--- src/rtl/sha256_pkg.sv ---
package sha256_pkg;

  localparam int unsigned QueueDepth = 4;

  // Item handed from the front end to the compression engine.
  typedef struct packed {
    logic [7:0] data_byte;
    logic       byte_valid;
    logic       last;
  } sha_item_t;

  function automatic logic [31:0] round_const(input logic [5:0] idx);
    logic [31:0] k;
    case (idx)
      6'd0: k = 32'h428a2f98; 6'd1: k = 32'h71374491; 6'd2: k = 32'hb5c0fbcf;
      6'd3: k = 32'he9b5dba5; 6'd4: k = 32'h3956c25b; 6'd5: k = 32'h59f111f1;
      6'd6: k = 32'h923f82a4; 6'd7: k = 32'hab1c5ed5; 6'd8: k = 32'hd807aa98;
      6'd9: k = 32'h12835b01; 6'd10: k = 32'h243185be; 6'd11: k = 32'h550c7dc3;
      6'd12: k = 32'h72be5d74; 6'd13: k = 32'h80deb1fe; 6'd14: k = 32'h9bdc06a7;
      6'd15: k = 32'hc19bf174; 6'd16: k = 32'he49b69c1; 6'd17: k = 32'hefbe4786;
      6'd18: k = 32'h0fc19dc6; 6'd19: k = 32'h240ca1cc; 6'd20: k = 32'h2de92c6f;
      6'd21: k = 32'h4a7484aa; 6'd22: k = 32'h5cb0a9dc; 6'd23: k = 32'h76f988da;
      6'd24: k = 32'h983e5152; 6'd25: k = 32'ha831c66d; 6'd26: k = 32'hb00327c8;
      6'd27: k = 32'hbf597fc7; 6'd28: k = 32'hc6e00bf3; 6'd29: k = 32'hd5a79147;
      6'd30: k = 32'h06ca6351; 6'd31: k = 32'h14292967; 6'd32: k = 32'h27b70a85;
      6'd33: k = 32'h2e1b2138; 6'd34: k = 32'h4d2c6dfc; 6'd35: k = 32'h53380d13;
      6'd36: k = 32'h650a7354; 6'd37: k = 32'h766a0abb; 6'd38: k = 32'h81c2c92e;
      6'd39: k = 32'h92722c85; 6'd40: k = 32'ha2bfe8a1; 6'd41: k = 32'ha81a664b;
      6'd42: k = 32'hc24b8b70; 6'd43: k = 32'hc76c51a3; 6'd44: k = 32'hd192e819;
      6'd45: k = 32'hd6990624; 6'd46: k = 32'hf40e3585; 6'd47: k = 32'h106aa070;
      6'd48: k = 32'h19a4c116; 6'd49: k = 32'h1e376c08; 6'd50: k = 32'h2748774c;
      6'd51: k = 32'h34b0bcb5; 6'd52: k = 32'h391c0cb3; 6'd53: k = 32'h4ed8aa4a;
      6'd54: k = 32'h5b9cca4f; 6'd55: k = 32'h682e6ff3; 6'd56: k = 32'h748f82ee;
      6'd57: k = 32'h78a5636f; 6'd58: k = 32'h84c87814; 6'd59: k = 32'h8cc70208;
      6'd60: k = 32'h90befffa; 6'd61: k = 32'ha4506ceb; 6'd62: k = 32'hbef9a3f7;
      default: k = 32'hc67178f2;
    endcase
    return k;
  endfunction

  function automatic logic [255:0] init_hash();
    return {32'h6a09e667, 32'hbb67ae85, 32'h3c6ef372, 32'ha54ff53a,
            32'h510e527f, 32'h9b05688c, 32'h1f83d9ab, 32'h5be0cd19};
  endfunction

  localparam logic [7:0] PadByte = 8'h80;

endpackage

--- src/rtl/sha256_queue.sv ---
module sha256_queue #(
  parameter int unsigned DEPTH = sha256_pkg::QueueDepth
) (
  input  logic                  clk,
  input  logic                  rst_n,
  input  logic                  wr_valid,
  output logic                  wr_ready,
  input  sha256_pkg::sha_item_t wr_item,
  output logic                  rd_valid,
  input  logic                  rd_ready,
  output sha256_pkg::sha_item_t rd_item
);
  localparam int unsigned AW = (DEPTH > 1) ? $clog2(DEPTH) : 1;

  sha256_pkg::sha_item_t mem_r [DEPTH];
  logic [AW-1:0] wp_r, rp_r;
  logic [AW:0]   cnt_r;
  logic          do_wr, do_rd;

  assign wr_ready = (cnt_r != (AW+1)'(DEPTH));
  assign rd_valid = (cnt_r != '0);
  assign rd_item  = mem_r[rp_r];
  assign do_wr    = wr_valid && wr_ready;
  assign do_rd    = rd_valid && rd_ready;

  always_ff @(posedge clk) begin
    if (do_wr) begin
      mem_r[wp_r] <= wr_item;
    end
  end

  always_ff @(posedge clk) begin
    if (!rst_n) begin
      wp_r  <= '0;
      rp_r  <= '0;
      cnt_r <= '0;
    end else begin
      if (do_wr) begin
        wp_r <= (wp_r == AW'(DEPTH-1)) ? '0 : wp_r + 1'b1;
      end
      if (do_rd) begin
        rp_r <= (rp_r == AW'(DEPTH-1)) ? '0 : rp_r + 1'b1;
      end
      cnt_r <= cnt_r + (AW+1)'(do_wr) - (AW+1)'(do_rd);
    end
  end

  a_no_overflow: assert property (@(posedge clk) disable iff (!rst_n)
    cnt_r <= (AW+1)'(DEPTH)) else $error("queue count beyond depth");
  a_count_step: assert property (@(posedge clk) disable iff (!rst_n)
    (do_wr && !do_rd) |=> cnt_r == $past(cnt_r) + 1'b1) else $error("queue count slip");
  a_empty_no_read: assert property (@(posedge clk) disable iff (!rst_n)
    (cnt_r == '0) |-> !do_rd) else $error("read from empty queue");
endmodule

--- src/rtl/sha256_engine.sv ---
module sha256_engine (
  input  logic                  clk,
  input  logic                  rst_n,
  input  logic                  item_valid,
  output logic                  item_ready,
  input  sha256_pkg::sha_item_t item,
  output logic                  res_valid,
  input  logic                  res_ready,
  output logic [63:0]           res_word,
  output logic [1:0]            res_index,
  output logic                  res_last
);
  typedef enum logic [5:0] {
    S_IDLE  = 6'b000001,
    S_ROUND = 6'b000010,
    S_FOLD  = 6'b000100,
    S_PAD   = 6'b001000,
    S_LEN   = 6'b010000,
    S_OUT   = 6'b100000
  } state_t;

  state_t        state_r, state_nxt;
  logic [31:0]   w_r [16];     // schedule window, w_r[0] is word t
  logic [511:0]  blk_r;        // bytes shift in at the low end
  logic [255:0]  h_r;
  logic [31:0]   a_r, b_r, c_r, d_r, e_r, f_r, g_r, hh_r;
  logic [5:0]    rnd_r;
  logic [63:0]   cnt_r, len_r;
  logic [5:0]    fill_r;       // bytes placed in the current block
  logic          fin_r;        // compressing the final padded block
  logic          ovf_r;        // length needs its own block
  logic [1:0]    oidx_r;

  logic [31:0] s0, s1, bs0, bs1, ch, mj, t1, t2, wn;
  logic [5:0]  pos;

  always_comb begin
    s0  = {w_r[1][6:0], w_r[1][31:7]} ^ {w_r[1][17:0], w_r[1][31:18]} ^ (w_r[1] >> 3);
    s1  = {w_r[14][16:0], w_r[14][31:17]} ^ {w_r[14][18:0], w_r[14][31:19]}
        ^ (w_r[14] >> 10);
    wn  = w_r[0] + s0 + w_r[9] + s1;
    bs1 = {e_r[5:0], e_r[31:6]} ^ {e_r[10:0], e_r[31:11]} ^ {e_r[24:0], e_r[31:25]};
    ch  = (e_r & f_r) ^ (~e_r & g_r);
    t1  = hh_r + bs1 + ch + sha256_pkg::round_const(rnd_r) + w_r[0];
    bs0 = {a_r[1:0], a_r[31:2]} ^ {a_r[12:0], a_r[31:13]} ^ {a_r[21:0], a_r[31:22]};
    mj  = (a_r & b_r) ^ (a_r & c_r) ^ (b_r & c_r);
    t2  = bs0 + mj;
    pos = cnt_r[8:3];
  end

  assign item_ready = (state_r == S_IDLE);
  assign res_valid  = (state_r == S_OUT);
  assign res_word   = h_r[255 - 64*oidx_r -: 64];
  assign res_index  = oidx_r;
  assign res_last   = (oidx_r == 2'd3);

  always_comb begin
    state_nxt = state_r;
    case (state_r)
      S_IDLE:  if (item_valid) begin
        if (item.byte_valid && pos == 6'd63) state_nxt = S_ROUND;
        else if (item.last) state_nxt = S_PAD;
      end
      S_ROUND: if (rnd_r == 6'd63) state_nxt = S_FOLD;
      S_FOLD:  state_nxt = fin_r ? S_OUT : (ovf_r ? S_LEN : (len_r[0] ? S_PAD : S_IDLE));
      S_PAD:   begin
        if (fill_r == 6'd0 || fill_r == 6'd63) state_nxt = S_ROUND;
        else if (fill_r == 6'd55 || fill_r == 6'd56) state_nxt = S_LEN;
      end
      S_LEN:   if (fill_r == 6'd63) state_nxt = S_ROUND;
      S_OUT:   if (res_ready && oidx_r == 2'd3) state_nxt = S_IDLE;
      default: state_nxt = S_IDLE;
    endcase
  end

  // len_r[0] is reused before padding as a pending flag; real length captured at PAD.
  always_ff @(posedge clk) begin
    if (!rst_n) begin
      state_r <= S_IDLE;
      h_r     <= sha256_pkg::init_hash();
      cnt_r   <= '0;
      fill_r  <= '0;
      rnd_r   <= '0;
      fin_r   <= 1'b0;
      ovf_r   <= 1'b0;
      oidx_r  <= '0;
      len_r   <= '0;
    end else begin
      state_r <= state_nxt;
      case (state_r)
        S_IDLE: if (item_valid) begin
          if (item.byte_valid) begin
            cnt_r <= cnt_r + 64'd8;
          end
          if (item.byte_valid && pos == 6'd63) begin
            blk_r <= {blk_r[503:0], item.data_byte};
            len_r <= {63'd0, item.last};
            for (int i = 0; i < 16; i++) begin
              w_r[i] <= (i == 15) ? {blk_r[23:0], item.data_byte}
                                  : blk_r[503 - 32*i -: 32];
            end
            {a_r, b_r, c_r, d_r, e_r, f_r, g_r, hh_r} <= h_r;
            rnd_r <= '0;
            fin_r <= 1'b0;
            ovf_r <= 1'b0;
          end else if (item.last) begin
            blk_r  <= item.byte_valid ? {blk_r[495:0], item.data_byte, sha256_pkg::PadByte}
                                      : {blk_r[503:0], sha256_pkg::PadByte};
            fill_r <= item.byte_valid ? pos + 6'd2 : pos + 6'd1;
            len_r  <= item.byte_valid ? cnt_r + 64'd8 : cnt_r;
            ovf_r  <= item.byte_valid ? (pos + 6'd1 > 6'd55) : (pos > 6'd55);
          end else if (item.byte_valid) begin
            blk_r  <= {blk_r[503:0], item.data_byte};
            fill_r <= pos + 6'd1;
          end
        end
        S_ROUND: begin
          for (int i = 0; i < 15; i++) w_r[i] <= w_r[i+1];
          w_r[15] <= wn;
          hh_r <= g_r; g_r <= f_r; f_r <= e_r; e_r <= d_r + t1;
          d_r <= c_r; c_r <= b_r; b_r <= a_r; a_r <= t1 + t2;
          rnd_r <= rnd_r + 6'd1;
        end
        S_FOLD: begin
          h_r <= {h_r[255:224] + a_r, h_r[223:192] + b_r, h_r[191:160] + c_r,
                  h_r[159:128] + d_r, h_r[127:96] + e_r, h_r[95:64] + f_r,
                  h_r[63:32] + g_r, h_r[31:0] + hh_r};
          if (!fin_r && ovf_r) begin
            ovf_r  <= 1'b0;
            fill_r <= '0;
          end else if (!fin_r && len_r[0]) begin
            // full block finished on the last byte: pad in a fresh block
            blk_r  <= {blk_r[503:0], sha256_pkg::PadByte};
            fill_r <= 6'd1;
            len_r  <= cnt_r;
            ovf_r  <= 1'b0;
          end
          oidx_r <= '0;
        end
        S_PAD: begin
          if (fill_r == 6'd0) begin
            // the pad byte filled the last slot; compress it, length follows
            for (int i = 0; i < 16; i++) begin
              w_r[i] <= blk_r[511 - 32*i -: 32];
            end
            {a_r, b_r, c_r, d_r, e_r, f_r, g_r, hh_r} <= h_r;
            rnd_r <= '0;
            fin_r <= 1'b0;
            ovf_r <= 1'b1;
          end else if (fill_r != 6'd56) begin
            blk_r  <= {blk_r[503:0], 8'h00};
            fill_r <= fill_r + 6'd1;
            if (fill_r == 6'd63) begin
              // overflow block complete; compress it, length follows
              for (int i = 0; i < 16; i++) begin
                w_r[i] <= (i == 15) ? {blk_r[23:0], 8'h00} : blk_r[503 - 32*i -: 32];
              end
              {a_r, b_r, c_r, d_r, e_r, f_r, g_r, hh_r} <= h_r;
              rnd_r <= '0;
              fin_r <= 1'b0;
              ovf_r <= 1'b1;
            end
          end
        end
        S_LEN: begin
          blk_r  <= {blk_r[503:0], (fill_r < 6'd56) ? 8'h00 : len_r[63 - 8*(fill_r - 6'd56) -: 8]};
          fill_r <= fill_r + 6'd1;
          if (fill_r == 6'd63) begin
            for (int i = 0; i < 16; i++) begin
              w_r[i] <= (i == 15) ? {blk_r[23:0], len_r[7:0]} : blk_r[503 - 32*i -: 32];
            end
            {a_r, b_r, c_r, d_r, e_r, f_r, g_r, hh_r} <= h_r;
            rnd_r <= '0;
            fin_r <= 1'b1;
          end
        end
        S_OUT: if (res_ready) begin
          oidx_r <= oidx_r + 2'd1;
          if (oidx_r == 2'd3) begin
            h_r   <= sha256_pkg::init_hash();
            cnt_r <= '0;
            fin_r <= 1'b0;
            len_r <= '0;
          end
        end
        default: ;
      endcase
    end
  end

  a_out_only_final: assert property (@(posedge clk) disable iff (!rst_n)
    (state_r == S_OUT) |-> fin_r) else $error("digest shown before final block");
  a_round_bound: assert property (@(posedge clk) disable iff (!rst_n)
    (state_r == S_ROUND && rnd_r == 6'd63) |=> state_r == S_FOLD)
    else $error("round count slip");
  a_reset_after: assert property (@(posedge clk) disable iff (!rst_n)
    (state_r == S_OUT && res_ready && oidx_r == 2'd3) |=> cnt_r == '0)
    else $error("bit count not cleared after digest");
endmodule

--- src/rtl/sha256_message_hasher_core.sv ---
// SHA-256 byte-stream hasher. Each input transaction carries one byte (tdata), a
// byte-valid flag (tuser) and a last flag (tlast); an item with byte-valid low and
// last high closes the message without adding a byte, so an empty message is legal.
// A small queue decouples the input port from the compression engine. A byte that
// does not complete a 64-byte block is taken while the engine is idle; the byte that
// completes a block starts the rounds and then the fold in the single shared round
// unit, and no further item is taken until they are done. After the last transaction
// the pad and length block is built and then compressed. When the length does not
// fit, the pad block gets a compression of its own before the length block is built
// and compressed. The digest then leaves as four 64-bit big-endian output
// transactions, the first two chaining words first. After the fourth the hash state
// returns to its initial value for the next message.
module sha256_message_hasher_core #(
  parameter int unsigned QUEUE_DEPTH = sha256_pkg::QueueDepth
) (
  input  logic        clk,
  input  logic        rst_n,
  input  logic        in_tvalid,
  output logic        in_tready,
  input  logic [7:0]  in_tdata,   // data_byte
  input  logic        in_tuser,   // byte_valid
  input  logic        in_tlast,   // last
  output logic        out_tvalid,
  input  logic        out_tready,
  output logic [63:0] out_tdata,  // digest_word
  output logic [1:0]  out_tuser,  // word_index
  output logic        out_tlast   // last_word
);
  sha256_pkg::sha_item_t in_item, q_item;
  logic q_valid, q_ready;

  assign in_item = '{data_byte: in_tdata, byte_valid: in_tuser, last: in_tlast};

  sha256_queue #(.DEPTH(QUEUE_DEPTH)) u_queue (
    .clk, .rst_n,
    .wr_valid(in_tvalid), .wr_ready(in_tready), .wr_item(in_item),
    .rd_valid(q_valid), .rd_ready(q_ready), .rd_item(q_item)
  );

  sha256_engine u_engine (
    .clk, .rst_n,
    .item_valid(q_valid), .item_ready(q_ready), .item(q_item),
    .res_valid(out_tvalid), .res_ready(out_tready),
    .res_word(out_tdata), .res_index(out_tuser), .res_last(out_tlast)
  );
endmodule

--- config.mk ---
export PLATFORM = sky130hd
export DESIGN_NAME = sha256_message_hasher_core
export DESIGN_NICKNAME = d
export VERILOG_FILES = /design/src/rtl/sha256_pkg.sv /design/src/rtl/sha256_queue.sv /design/src/rtl/sha256_engine.sv /design/src/rtl/sha256_message_hasher_core.sv
export SDC_FILE = /design/constraint.sdc
export NUM_CORES = 2
export LEC_CHECK = 0
export BUFFER_PORTS_ARGS = -buffer_cell sky130_fd_sc_hd__buf_2
export CAP_MARGIN = 20
export CELL_PAD_IN_SITES_DETAIL_PLACEMENT = 1
export CELL_PAD_IN_SITES_GLOBAL_PLACEMENT = 2
export CORE_ASPECT_RATIO = 0.9
export CORE_MARGIN = 2
export CORE_UTILIZATION = 39
export DETAILED_ROUTE_END_ITERATION = 10
export PLACE_DENSITY_LB_ADDON = 0.1
export RECOVER_POWER = 50
export SYNTH_ARGS = -nofsm -noshare
export SYNTH_HDL_FRONTEND = slang
export SYNTH_SLANG_ARGS = --single-unit
--- constraint.sdc ---
create_clock -name clk -period 42.2 [get_ports clk]
set_input_delay 4.22 -clock clk [delete_from_list [all_inputs] [get_ports clk]]
set_output_delay 4.22 -clock clk [all_outputs]
set_load 0.01 [all_outputs]
==> impl_metrics.py <==
metrics = {
    "clock_tree": {
        "tritoncts_num_sinks": 1763,
        "cts_tree": "built",
        "cts.htree.levels": 4,
        "post-cts-setup-buffers": 0,
        "cts_resized": 0,
        "cell_chosen_for_the_clock_root": "clkbuf_16",
        "clockBufferDepth": 4,
        "cts_inserted_buffers": 216,
        "cts.reportedPaths.clkPinSlew_ns": 0.06,
        "cts_hold_buf": 0,
        "clock_insertion_delay_worst_skew_ns": 0.89,
    },
    "status": {
        "status": "finished with violations",
        "violations": "max-capacitance violations, max-slew violations",
    },
    "place": {
        "placement.io_buffers": 82,
        "numPlacedInstances": 13560,
        "gp_routability_congestion": 0.9902,
        "hpwlAfterDp_mm": 310.1,
        "place_ws_ns": 32.86,
    },
    "synthesis": {
        "largest_family_of_logic_cells_by_synthesized_area": "compound AO/OA/AOI/OAI gates",
        "synth_compound_area_share_pct": 15.89,
        "yosys.area_share.adder_pct": 8.480,
        "synth_edf_count": 1320,
        "synth-xor-area-share_pct": 4.766,
        "synth_mux_area_share_pct": 10.19,
        "synth_fp_nets": 11000,
        "number_of_cells_produced_by_synthesis": 10390,
        "synthSimpleGateAreaFrac_pct": 11.25,
        "ys.flop_type": "edfxtp_1",
        "post_synth_num_cell_types": 98,
        "netlist_area_um2": 106200,
        "synth.yosys.seq_area_share_pct": 45.66,
        "synth_area_per_cell_um2": 10.23,
        "synth_async_sr_flop_share_pct": 0,
        "synth_warnings": 0,
        "yosys_register_bits": 1763,
    },
    "grt": {
        "grt_first_pass_wirelength_mm": 621.9,
        "globalRouteTotalUtil_pct": 30.51,
        "via_count_of_the_first_global_routing_pass": 84420,
        "grt_max_degree": 161,
        "antenna_violations_before_repair": 33,
        "globalRouteOverflowTotal": 0,
    },
    "floorplanning": {
        "die_area_um2": 276600,
        "ioPinCount": 83,
        "start_util_pct": 39.26,
        "dieHeight_um": 499.1,
        "core_area_um2": 270600,
        "fp.dieW_um": 554.2,
        "std_cell_rows": 181,
    },
    "sta": {
        "post-route-period-util_pct": 47.60,
        "timing.final.crit_period_ns": 20.09,
        "fin_worst_skew_ns": 0.05661,
        "timing.final.max_slew_violations": 2167,
        "achievable-frequency_mhz": 49.79,
        "unrepaired_setup_endpoints_after_global_routing": "false",
        "fin_setup_tns_ns": 0,
        "timing.final.ws_setup_ns": 22.11,
        "timing_hold_violations_final": 0,
        "number_of_failing_setup_endpoints_in_the_final_timing_report": 0,
        "relative_slew_margins_pct": -544.2,
        "timing_worst_slew_pin_value_ns": 9.664,
    },
    "drt": {
        "drc": 0,
        "final_antenna_net_count": 0,
        "detail_routed_net_length_per_standard_cell_um": 30.94,
        "starting_drt_drc_count": 8308,
        "drt_first_pass_iters": 6,
        "finalWirelength_mm": 431.8,
        "vias_per_cell": 6.062,
        "via_count": 84600,
    },
    "final_layout": {
        "drive_above_1_share_pct": 11.25,
        "final_net_count": 10830,
        "area.growth.synth_to_final_pct": 10.22,
        "most_used_cells_in_the_layout_excluding_fill_and_tap_cells": "1320 x edfxtp_1, 1319 x nand2_1, 824 x nor2_1",
        "most_frequent_standard_cell_in_the_layout_excluding_fill_and_tap_cells": "edfxtp_1",
        "instances_no_fill": 13960,
    },
    "critical_path": {
        "path_class": "in2reg",
        "crit_required_ns": 42.40,
        "setup.worst_path.start_class": "primary input",
        "reg2reg_slack_ns": 26.91,
        "end_kind": "register",
        "crit_path_max_fanout": 122,
        "critPathArrivalTime_ns": 20.29,
    },
    "power_and_ir_drop": {
        "power_leakage_uw": 0.04202,
        "worst_ir_drop_vdd_v": 0.00008857,
        "power.density_cell_area_nw_per_um2": 89.98,
    },
    "job": {
        "maxCapViolCount": 41,
    },
    "min_path": {
        "holdCritPathClass": "reg2reg",
    },
}
-- cell usage after synthesis, drive strengths merged, types with 45 or more instances --
cell type,n,area [µm²]
nand2,1327,5001
buf,77,340.3
clkbuf,563,2115
edfxtp,1320,39640
o22ai,228,1426
ha,404,5055
o21a,55,412.9
o21ai,697,3503
dfxtp,443,8869
nand3,154,770.7
a31oi,159,994.7
nor2b,46,287.8
a211oi,75,563.0
o21bai,45,337.8
nand2b,66,412.9
a22oi,322,2422
nor2,828,3110
a21oi,569,2855
mux2,508,5720
mux4,89,2004
mux2i,310,3103
a21o,214,1607
and3,75,469.2
xor2,203,1778
inv,413,1550
fa,196,3924
xnor2,370,3241
nor3,160,810.8
-- worst max-delay path: stages --
cell,delay (ns)
clkbuf_1,2.30
clkinvlp_2,4.44
nor2_4,0.70
clkbuf_1,2.40
clkbuf_1,5.90
-- routing by layer --
metal,routed length [µm],global-route usage [%],share of wire [%],vias to the layer above
li1,-,-,-,37580
met5,184,0.3988,0.043,-
met1,205900,46.21,48,43780
met3,31540,5.393,7.3,483
met4,11810,7.688,2.7,8
met2,182300,44.48,42,2753
-- through the flow --
stage                     total power (µW)  hold slack, ns  area, µm²  utilization (%)
final                                10540          0.4520     117100            43.27
after CTS                            10400          0.4545     117300            43.36
after global placement                8327          0.4375     110300            40.75
after detailed placement              8432          0.4455     110300            40.75
after floorplan                       6752          0.4287     106200                -
after global routing                 11170          0.4784     117100            43.26
-- logic make-up after synthesis --
family | after synthesis
AO/OA/AOI/OAI | 2674
multiplexers | 907
adder cells (fa/ha/maj) | 603
XOR/XNOR | 575
flip-flops | 1763
AND/OR/NAND/NOR | 2812
buffers and inverters | 1053
-- cell type report --
cell class / instances / area [µm²]
Multi-Input combinational cell: 7571 / 53890
Fill cell: 29410 / 153500
Inverter: 413 / 1551
Tap cell: 3568 / 4464
Timing Repair Buffer: 246 / 1614
Clock inverter: 107 / 1162
Sequential cell: 1763 / 48510
Clock buffer: 282 / 5887
Antenna cell: 7 / 17.52
-- final timing paths --
| check | start | endpoint | depth (start not counted) |
|---|---|---|---|
| max | rst_n | u_engine.b_r[18]$_DFFE_PP_ | 5 |
| min | u_engine.len_r[45]$_SDFFE_PN0P_ | u_engine.len_r[45]$_SDFFE_PN0P_ | 2 |
| max reg2reg | register | u_engine.blk_r[416]$_DFFE_PP_ | 8 |
| min reg2reg | u_engine.len_r[45]$_SDFFE_PN0P_ | u_engine.len_r[45]$_SDFFE_PN0P_ | 2 |
-- sequential cells by signal, summed over array words and instances, names as in the netlist, 40 cells and up, named ones only --
register and flops:
u_engine.blk_r 512, u_engine.cnt_r 61, u_engine.h_r 256, u_engine.len_r 63, u_engine.w_r 512, u_queue.mem_r 40
-- where the power goes --
part / internal (µW) / total (µW) / switching (µW) / leakage (µW)
Combinational: 2280 / 5890 / 3610 / 0.0232
Clock: 1120 / 1910 / 794 / 0.00344
Sequential: 2400 / 2730 / 334 / 0.0154
Note: power is estimated with default switching activity, not from simulation.
